## src/hdl/npb_pkg.sv

```systemverilog
`default_nettype none

package npb_pkg;

	localparam int unsigned MAX_PIXELS = 16384;
	localparam int unsigned PIX_W      = 15;

	typedef logic [PIX_W-1:0] pix_cnt_t;

	typedef enum logic [1:0] {
		PH_CTRL    = 2'd0,
		PH_REPEAT  = 2'd1,
		PH_LITERAL = 2'd2
	} phase_t;

	typedef enum logic [2:0] {
		ST_OK       = 3'd0,
		ST_VALUE    = 3'd1,
		ST_OVERFLOW = 3'd2,
		ST_TRUNC    = 3'd3,
		ST_SHORT    = 3'd4
	} status_t;

	typedef struct packed {
		phase_t     phase;
		logic [7:0] literal_left;
		logic [7:0] repeat_count;
		pix_cnt_t   pixels_done;
		logic       dropping;
		status_t    first_error;
	} dec_state_t;

	typedef struct packed {
		logic [3:0] pixel_value;
		logic [7:0] run_length;
		logic       bitmap_done;
		status_t    status;
	} result_t;

	localparam dec_state_t STATE_CLEAR = '{
		phase:        PH_CTRL,
		literal_left: 8'd0,
		repeat_count: 8'd0,
		pixels_done:  '0,
		dropping:     1'b0,
		first_error:  ST_OK
	};

endpackage

`default_nettype wire

```

## src/hdl/nibble_packbits_decoder.sv

```systemverilog
`default_nettype none

// Channel  Handshake            Payload
// ------   -------------------  ---------------------------------------------
// in       in_valid/in_stall    code_byte[7:0], end_of_bitmap
// out      out_valid/out_stall  pixel_value[3:0], run_length[7:0], bitmap_done,
//                               status[2:0]
// cfg      cfg_valid/cfg_ready  expected_pixels[14:0]
//
// One byte is taken per cycle while in_stall is low; its result (if any) is
// registered in the output register, or in the skid while the output stalls.
// The byte decode is combinational logic from the state register. A one-word
// skid register behind the output register lets input continue while a result
// waits; in_stall rises only when the skid holds a word. Reset clears decoder
// state, expected_pixels and the valid flags of both buffers.
module nibble_packbits_decoder (
	input  wire logic        clk,
	input  wire logic        arst_n,

	input  wire logic        in_valid,
	output logic             in_stall,
	input  wire logic [7:0]  code_byte,
	input  wire logic        end_of_bitmap,

	output logic             out_valid,
	input  wire logic        out_stall,
	output logic [3:0]       pixel_value,
	output logic [7:0]       run_length,
	output logic             bitmap_done,
	output logic [2:0]       status,

	input  wire logic        cfg_valid,
	output logic             cfg_ready,
	input  wire logic [14:0] expected_pixels
);

	npb_pkg::dec_state_t state_q;
	npb_pkg::dec_state_t state_next;
	npb_pkg::pix_cnt_t   expected_q;
	npb_pkg::result_t    result;
	npb_pkg::result_t    out_q;
	npb_pkg::result_t    skid_q;
	logic                emit;
	logic                out_valid_q;
	logic                skid_valid_q;
	logic                accept;
	logic                emit_acc;
	logic                out_free;

	npb_step u_step (
		.state      (state_q),
		.code_byte  (code_byte),
		.last       (end_of_bitmap),
		.expected   (expected_q),
		.state_next (state_next),
		.emit       (emit),
		.result     (result)
	);

	assign cfg_ready = 1'b1;
	assign in_stall  = skid_valid_q;
	assign accept    = in_valid && !skid_valid_q;
	assign emit_acc  = accept && emit;
	assign out_free  = !out_valid_q || !out_stall;

	always_ff @(posedge clk or negedge arst_n) begin
		if (!arst_n) begin
			state_q    <= npb_pkg::STATE_CLEAR;
			expected_q <= '0;
		end else begin
			if (accept)
				state_q <= state_next;
			if (cfg_valid)
				expected_q <= expected_pixels;
		end
	end

	always_ff @(posedge clk or negedge arst_n) begin
		if (!arst_n) begin
			out_valid_q  <= 1'b0;
			skid_valid_q <= 1'b0;
		end else if (out_free) begin
			// no input is taken while the skid is full
			if (skid_valid_q) begin
				out_valid_q  <= 1'b1;
				skid_valid_q <= 1'b0;
			end else begin
				out_valid_q <= emit_acc;
			end
		end else if (emit_acc) begin
			skid_valid_q <= 1'b1;
		end
	end

	always_ff @(posedge clk) begin
		if (out_free) begin
			if (skid_valid_q)
				out_q <= skid_q;
			else if (emit_acc)
				out_q <= result;
		end else if (emit_acc) begin
			skid_q <= result;
		end
	end

	assign out_valid   = out_valid_q;
	assign pixel_value = out_q.pixel_value;
	assign run_length  = out_q.run_length;
	assign bitmap_done = out_q.bitmap_done;
	assign status      = out_q.status;

endmodule

`default_nettype wire

```

## src/hdl/npb_step.sv

```systemverilog
`default_nettype none

// Next-state and result logic for one encoded byte.
module npb_step (
	input  wire npb_pkg::dec_state_t state,
	input  wire logic [7:0]          code_byte,
	input  wire logic                last,
	input  wire npb_pkg::pix_cnt_t   expected,
	output npb_pkg::dec_state_t      state_next,
	output logic                     emit,
	output npb_pkg::result_t         result
);

	npb_pkg::pix_cnt_t exp_c;
	npb_pkg::pix_cnt_t remaining;
	npb_pkg::pix_cnt_t done_rep;
	npb_pkg::pix_cnt_t done_lit;
	logic [7:0]        count;
	logic [7:0]        lit_dec;
	logic              bad_value;
	logic              overflow;

	assign exp_c     = (expected > npb_pkg::PIX_W'(npb_pkg::MAX_PIXELS)) ?
		npb_pkg::PIX_W'(npb_pkg::MAX_PIXELS) : expected;
	assign remaining = (exp_c > state.pixels_done) ? exp_c - state.pixels_done : '0;
	assign count     = {1'b0, code_byte[6:0]} + 8'd1;
	assign overflow  = npb_pkg::PIX_W'(count) > remaining;
	assign bad_value = code_byte[7:4] != 4'd0;
	assign done_rep  = state.pixels_done + npb_pkg::PIX_W'(state.repeat_count);
	assign done_lit  = state.pixels_done + npb_pkg::PIX_W'(1);
	assign lit_dec   = (state.literal_left != 8'd0) ? state.literal_left - 8'd1 : 8'd0;

	always_comb begin
		state_next = state;
		emit       = 1'b0;
		result     = '{pixel_value: 4'd0, run_length: 8'd0, bitmap_done: 1'b1,
			status: npb_pkg::ST_OK};

		if (state.dropping) begin
			if (last) begin
				emit          = 1'b1;
				result.status = state.first_error;
				state_next    = npb_pkg::STATE_CLEAR;
			end
		end else begin
			case (state.phase)
				npb_pkg::PH_REPEAT, npb_pkg::PH_LITERAL: begin
					if (bad_value) begin
						if (last) begin
							emit          = 1'b1;
							result.status = npb_pkg::ST_VALUE;
							state_next    = npb_pkg::STATE_CLEAR;
						end else begin
							state_next.dropping    = 1'b1;
							state_next.first_error = npb_pkg::ST_VALUE;
						end
					end else begin
						if (state.phase == npb_pkg::PH_REPEAT) begin
							state_next.pixels_done = done_rep;
							state_next.phase       = npb_pkg::PH_CTRL;
							result.run_length      = state.repeat_count;
						end else begin
							state_next.pixels_done  = done_lit;
							state_next.literal_left = lit_dec;
							if (lit_dec == 8'd0)
								state_next.phase = npb_pkg::PH_CTRL;
							result.run_length = 8'd1;
						end
						emit               = 1'b1;
						result.pixel_value = code_byte[3:0];
						result.bitmap_done = last;
						if (last) begin
							if (state_next.phase != npb_pkg::PH_CTRL)
								result.status = npb_pkg::ST_TRUNC;
							else if (state_next.pixels_done != exp_c)
								result.status = npb_pkg::ST_SHORT;
							state_next = npb_pkg::STATE_CLEAR;
						end
					end
				end
				default: begin
					// control byte; also covers the unused phase code
					if (overflow || last) begin
						if (last) begin
							emit          = 1'b1;
							result.status = overflow ? npb_pkg::ST_OVERFLOW : npb_pkg::ST_TRUNC;
							state_next    = npb_pkg::STATE_CLEAR;
						end else begin
							state_next.dropping    = 1'b1;
							state_next.first_error = npb_pkg::ST_OVERFLOW;
						end
					end else if (code_byte[7]) begin
						state_next.repeat_count = count;
						state_next.phase        = npb_pkg::PH_REPEAT;
					end else begin
						state_next.literal_left = count;
						state_next.phase        = npb_pkg::PH_LITERAL;
					end
				end
			endcase
		end
	end

endmodule

`default_nettype wire
```

## config.mk

```make
export PLATFORM = sky130hd
export DESIGN_NAME = nibble_packbits_decoder
export DESIGN_NICKNAME = d
export VERILOG_FILES = /design/src/hdl/npb_pkg.sv /design/src/hdl/nibble_packbits_decoder.sv /design/src/hdl/npb_step.sv
export SDC_FILE = /design/constraint.sdc
export NUM_CORES = 1
export LEC_CHECK = 0
export BUFFER_PORTS_ARGS = -buffer_cell sky130_fd_sc_hd__buf_2
export CORE_MARGIN = 8
export CORE_UTILIZATION = 30
export DETAILED_ROUTE_END_ITERATION = 16
export PLACE_DENSITY_LB_ADDON = 0.25
export REMOVE_ABC_BUFFERS = 1
export SLEW_MARGIN = 10
export SYNTH_ARGS = -nofsm -noshare
export SYNTH_HDL_FRONTEND = slang
export SYNTH_SLANG_ARGS = --single-unit
```

## constraint.sdc

```tcl
create_clock -name clk -period 6.4 [get_ports clk]
set_clock_uncertainty 0.05 [all_clocks]
set_input_delay 0.32 -clock clk [delete_from_list [all_inputs] [get_ports clk]]
set_output_delay 0.32 -clock clk [all_outputs]
set_load 0.01 [all_outputs]
```

* Word-level counts from Yosys, hierarchy flattened
Index checks and enable logic that the tools add are counted.
Widths: inputs -> output; s select.
** Word-level totals
- Flip-flop bits (word level) :: 86
- Output and inout port bits :: 19
- Bits of input ports :: 29
- Logic and storage cells :: 107
** Cells by class
- Bitwise gates (word level) :: 1
- Eq/ne operators :: 7
- Reductions and logical operators :: 23
- $add $sub $neg :: 5
- Order comparisons :: 3
- Muxes and demuxes :: 51
** Operators by type and width (count)
- $mux 37 :: 5
- $mux 15 :: 6
- $mux 8 :: 5
- $mux 13 :: 3
- $mux 33 :: 1
- $mux 16 :: 2
- $mux 3 :: 9
- $mux 19 :: 1
- $mux 18 :: 1
- $add 15x1->15 const B :: 1
- $add 15x8->15 :: 1
- $gt 15x15->1 :: 1
- $gt 15x15->1 const B :: 1
- $gt 8x15->1 :: 1
- $ne 15x15->1 :: 1
- $sub 15x15->15 :: 1
- $mux 2 :: 6
- $reduce_and 4->1 :: 3
- $mux 1 :: 10
- $add 7x1->8 const B :: 1
- $logic_not 8->1 :: 1
- $mux 4 :: 2
- $reduce_bool 4->1 :: 2
- $reduce_bool 8->1 :: 1
- 16 further kinds :: 24

* Logic depth before layout (Yosys ltp)
- Depth in word-level cells :: 16
- Mapped depth :: 25
- Mapped depth without buffers :: 22

* By module
Synthesis repeated with hierarchy kept, for this count alone.
** Unflattened totals
- Cell total of the unflattened synthesis :: 683
- Area, all modules :: 6547.5 um^2
** Modules (own cells, without submodules)
- nibble_packbits_decoder :: area each 3347.0 um^2, cells an instance 172, times used 1, sequential area each 2312.2 um^2
- npb_step :: area each 3200.6 um^2, cells an instance 511, times used 1, sequential area each 0.0 um^2

* Least setup slack after synthesis
Ideal clock, no wire load.
- Path kind :: register to register
- From :: reg expected_q[14]
- To :: reg state_q[27] (netlist name)
- Path slack :: 1.148 ns
- Stages on the path, launching flop included :: 24
- Period minus slack after synthesis :: 5.252 ns
- Required time :: 6.239 ns
- Data arrival time :: 5.091 ns
- Library setup time :: 0.111 ns
- Buffers on the path :: 4
- Cell sequence :: dfrtp_1 buf_2 buf_1 nor2b_1 ha_1 buf_2 nand2_1 a2111oi_0 nor2_1 a211oi_1 or3b_2 and2_1 clkbuf_1 nand2_1 ha_1 nor2b_1 o21a_1 o21ai_0 a21oi_1 a211oi_1 o31ai_1 a211oi_4 a211o_1 a222oi_1
** On the way
- Longest elaborated chain between the ends :: 9
- Elaborated cells on any way between the ends :: 12
- Classes of those cells :: add/sub (1); order compare (3); eq/ne (1); mux (5); reduce/logical (2)
** RTL lines
- start, declared :: RTL line nibble_packbits_decoder.sv:39 : npb_pkg::pix_cnt_t expected_q;
- start signal, assigned :: RTL line nibble_packbits_decoder.sv:74 : expected_q <= expected_pixels;
- $gt 15x15->1 :: RTL line npb_step.sv:23 : assign exp_c = (expected > npb_pkg::PIX_W'(npb_pkg::MAX_PIXELS)) ?
- $mux 15 (*) :: RTL line npb_step.sv:23
- $sub 15x15->15 / $gt 15x15->1 (equally long branches) :: RTL line npb_step.sv:25 : assign remaining = (exp_c > state.pixels_done) ? exp_c - state.pixels_done : '0;
- $mux 15 (*) :: RTL line npb_step.sv:25
- $gt 8x15->1 (*) :: RTL line npb_step.sv:27 : assign overflow = npb_pkg::PIX_W'(count) > remaining;
- $logic_or 1x1->1 (*) :: RTL line npb_step.sv:83 : if (overflow || last) begin
- $mux 18 :: RTL line npb_step.sv:83
- $mux 37 :: RTL line npb_step.sv:46 : case (state.phase)
- $mux 37 :: RTL line npb_step.sv:39 : if (state.dropping) begin
- end signal, assigned :: RTL line nibble_packbits_decoder.sv:68 : state_q <= npb_pkg::STATE_CLEAR;
- end signal, assigned :: RTL line nibble_packbits_decoder.sv:72 : state_q <= state_next;
- end, declared :: RTL line nibble_packbits_decoder.sv:37 : npb_pkg::dec_state_t state_q;
Mark *: on every way between the ends. The rest lies on a longest branch, timed or not.
A chain may end at the register's enable or synchronous reset.

* Worst setup path in the final report
- From :: reg expected_q[14]
- To :: reg state_q[30] (netlist name)
The elaborated chain is that of the path after synthesis.

==> results.yml <==
clock_network:
  clock_latency_ns: 0.35
  ctsResizeCount: 0
  cts-root-buf: "clkbuf_16"
  postCtsSetupRepairBufs: 0
  path_clk_slew_ns: 0.07
  cts_sinks: 85
  htree_num_levels: 3
  clock_path_buffers: 2
  cts_hold_buf: 0
  cts_tree: "done"
  cts-buffers-inserted: 9
timing:
  fin_tns_setup_ns: 0
  fmax_ghz: 0.171
  rsz0062_at_grt: "no"
  worst_pin_slew_ns: 0.848
  post-route-period-util_pct: 91.5
  min_period_ns: 5.86
  slew_violations: 0
  setup_viol_count_final: 0
  relSlewSlack_pct: 43.4
  hold_viol: 0
yosys:
  synthMuxAreaShare_pct: 6.17
  synth_edf_count: 32
  synth_fa_ha_area_share_pct: 7.18
  synth_cell_types: 90
  ys_top_cells_by_count: "nand2_1 (57), nor2_1 (55), dfrtp_1 (53)"
  synth.area.top_cells: "dfrtp_1 (21%), edfxtp_1 (15%), ha_1 (6.2%)"
  synth_warnings: 0
  yosysMostFrequentCell: "nand2_1"
  postSynthCellCount: 708
  synth_top_area_share_pct: 20.6
  ys.flop_type: "dfrtp_1"
  synth-compound-area-share_pct: 20.1
  async_reset_ff_share_pct: 62.4
  yosys.area_share.simple_pct: 21.8
  syn_area_um2: 6430
  synth_xor_area_share_pct: 4.88
  syn_area_per_cell_um2: 9.08
  synth_top_family_by_area: "simple AND/OR/NAND/NOR gates"
  synth_seq_area_share_pct: 35.6
  synth_largest_area_cell: "dfrtp_1"
  ys_ff_latch: 85
die:
  die_x_um: 162
  start_util_pct: 30.6
  rows: 53
  design.die.area_um2: 26400
  ioPinCount: 48
  core_area_um2: 21000
  die_y_um: 162
route:
  wl_met2_mm: 8.43
  finalWirelength_mm: 18.4
  first_pass_iters: 5
  vias: 5597
  drt_iter0_drc: 424
  routedWlPerCell_um: 18.0
  via_per_inst: 5.46
  drc_errors: 0
  wl_met3_um: 735
  highest_layer: "met4"
  final_antenna_net_count: 0
  wl_met1_mm: 8.86
setup_path:
  cp_max_fo: 15
  crit_required_ns: 6.58
  end_kind: "flip-flop"
  crit_type: "reg2reg"
  crit_path_start: "expected_q[14]"
  arrival_ns: 6.04
  start_kind: "flip-flop"
  r2r-start: "expected_q[14]"
cells_and_area:
  seqCellArea_um2: 2290
  layout-drive-gt1-share_pct: 16.4
  area_growth_pct: 13.4
  nFillCells: 2166
  final_net_count: 808
  multi_input_area_um2: 3870
  antennaDiodeCount: 0
placement:
  place.gp.congestion: 0.910
  dp_hpwl_mm: 14.3
  io_buffers: 46
run_status:
  outcome: "finished, final reports clean"
global_route:
  overflow: 0
  grt_pass1_vias: 5379
  grt_max_degree: 54
  track_usage_pct: 14.0
  grt_pass1_wl_mm: 29.6
  grt_antenna_before_repair: 0
power_and_ir_drop:
  p_leak_uw: 0.00299
  peakVddDrop_mv: 0.142
  power_uw: 2310
  power-per-cell-area_nw_per_um2: 316
worst_hold_path:
  hold_class: "in2async"
run:
  cap_violations: 0
metal layers:
layer | track usage, % | up-vias
met5 | 0 | -
met4 | 4.71 | 0
met3 | 2.53 | 30
met2 | 22.3 | 130
met1 | 18.7 | 2725
li1 | - | 2712
state kept, by name (all words and copies together) (netlist names):
register     flops
skid_q          16
run_length       8
out_valid        1
state_q         36
in_stall         1
pixel_value      4
status           3
bitmap_done      1
expected_q      15
report_power, final:
part | total [uW] | switching [uW] | internal, uW | leakage (uW)
sequential | 795 | 110 | 685 | 0.000999
combinational | 911 | 556 | 355 | 0.00182
clock | 602 | 249 | 353 | 0.000167
total | 2310 | 915 | 1390 | 0.00299
critical path, stage by stage, from the launching register on:
cell and delay [ns]:
dfrtp_1 0.61, inv_1 0.23, nand2_1 0.19, inv_1 0.09
ha_1 0.48, inv_1 0.12, a2111oi_0 0.57, nor2_1 0.17
a211oi_1 0.27, or3b_2 0.18, and2_1 0.33, nand2_1 0.11
ha_1 0.29, nor2b_1 0.13, o21a_1 0.15, o21ai_0 0.14
a21oi_1 0.08, a211oi_1 0.28, o31ai_1 0.11, buf_4 0.17
a211oi_4 0.46, nor2_2 0.18, mux2_1 0.34
final timing paths:
check                                 end  slack (ns)  cells past startpoint
max                           state_q[30]        0.54                     22
min                         expected_q[8]        0.03                      2
max reg2reg                   state_q[30]        0.54                     22
min reg2reg                   state_q[19]        0.43                      2
max in group asynchronous     state_q[30]        5.76                      2
min in group clk           expected_q[14]        0.13                      3
placed cells by master, fill, tap and decap left out, types with 8 or more instances in the layout:
master      n
xor2_1     12
and2_1     12
nor4_1      8
nor2_1     55
edfxtp_1   32
ha_1       32
buf_4       9
buf_2      46
a21oi_1    34
clkbuf_16   9
nor3_1     27
dfrtp_1    53
nand2b_1   12
a31oi_1    12
mux2_2     28
nor2b_1    18
nand2_1    57
xnor2_1    22
and3_1     15
inv_1      40
o21ai_0    44
nand4_1     8
nand3_1    15
through the flow:
step	hold WS [ns]	std cells	worst slack (ns)	util, %	instance area [um^2]
after floorplan	-0.0256	679	1.29	-	6300
after global placement	0.405	1009	0.830	33.1	6950
after detailed placement	0.414	1009	0.695	33.1	6950
after CTS	0.0630	1025	0.670	34.7	7290
after global routing	0.105	1025	0.0468	34.7	7290
final	0.0281	1025	0.544	34.7	7290
cell type report:
cell class	count	share of cell area [%]
Tap cell	275	4.72
Sequential cell	85	31.4
Multi-Input combinational cell	554	53.1
Clock inverter	7	1.60
Timing Repair Buffer	55	4.08
Clock buffer	9	3.09
Inverter	40	2.06
kinds of logic after synthesis:
group           after synthesis
buf+inv                      69
other cells                   1
compound gates              183
mux                          36
flops                        85
simple gates                263
xor+xnor                     35
fa+ha+maj                    36
No activity file was read; power rests on OpenSTA's default activity.
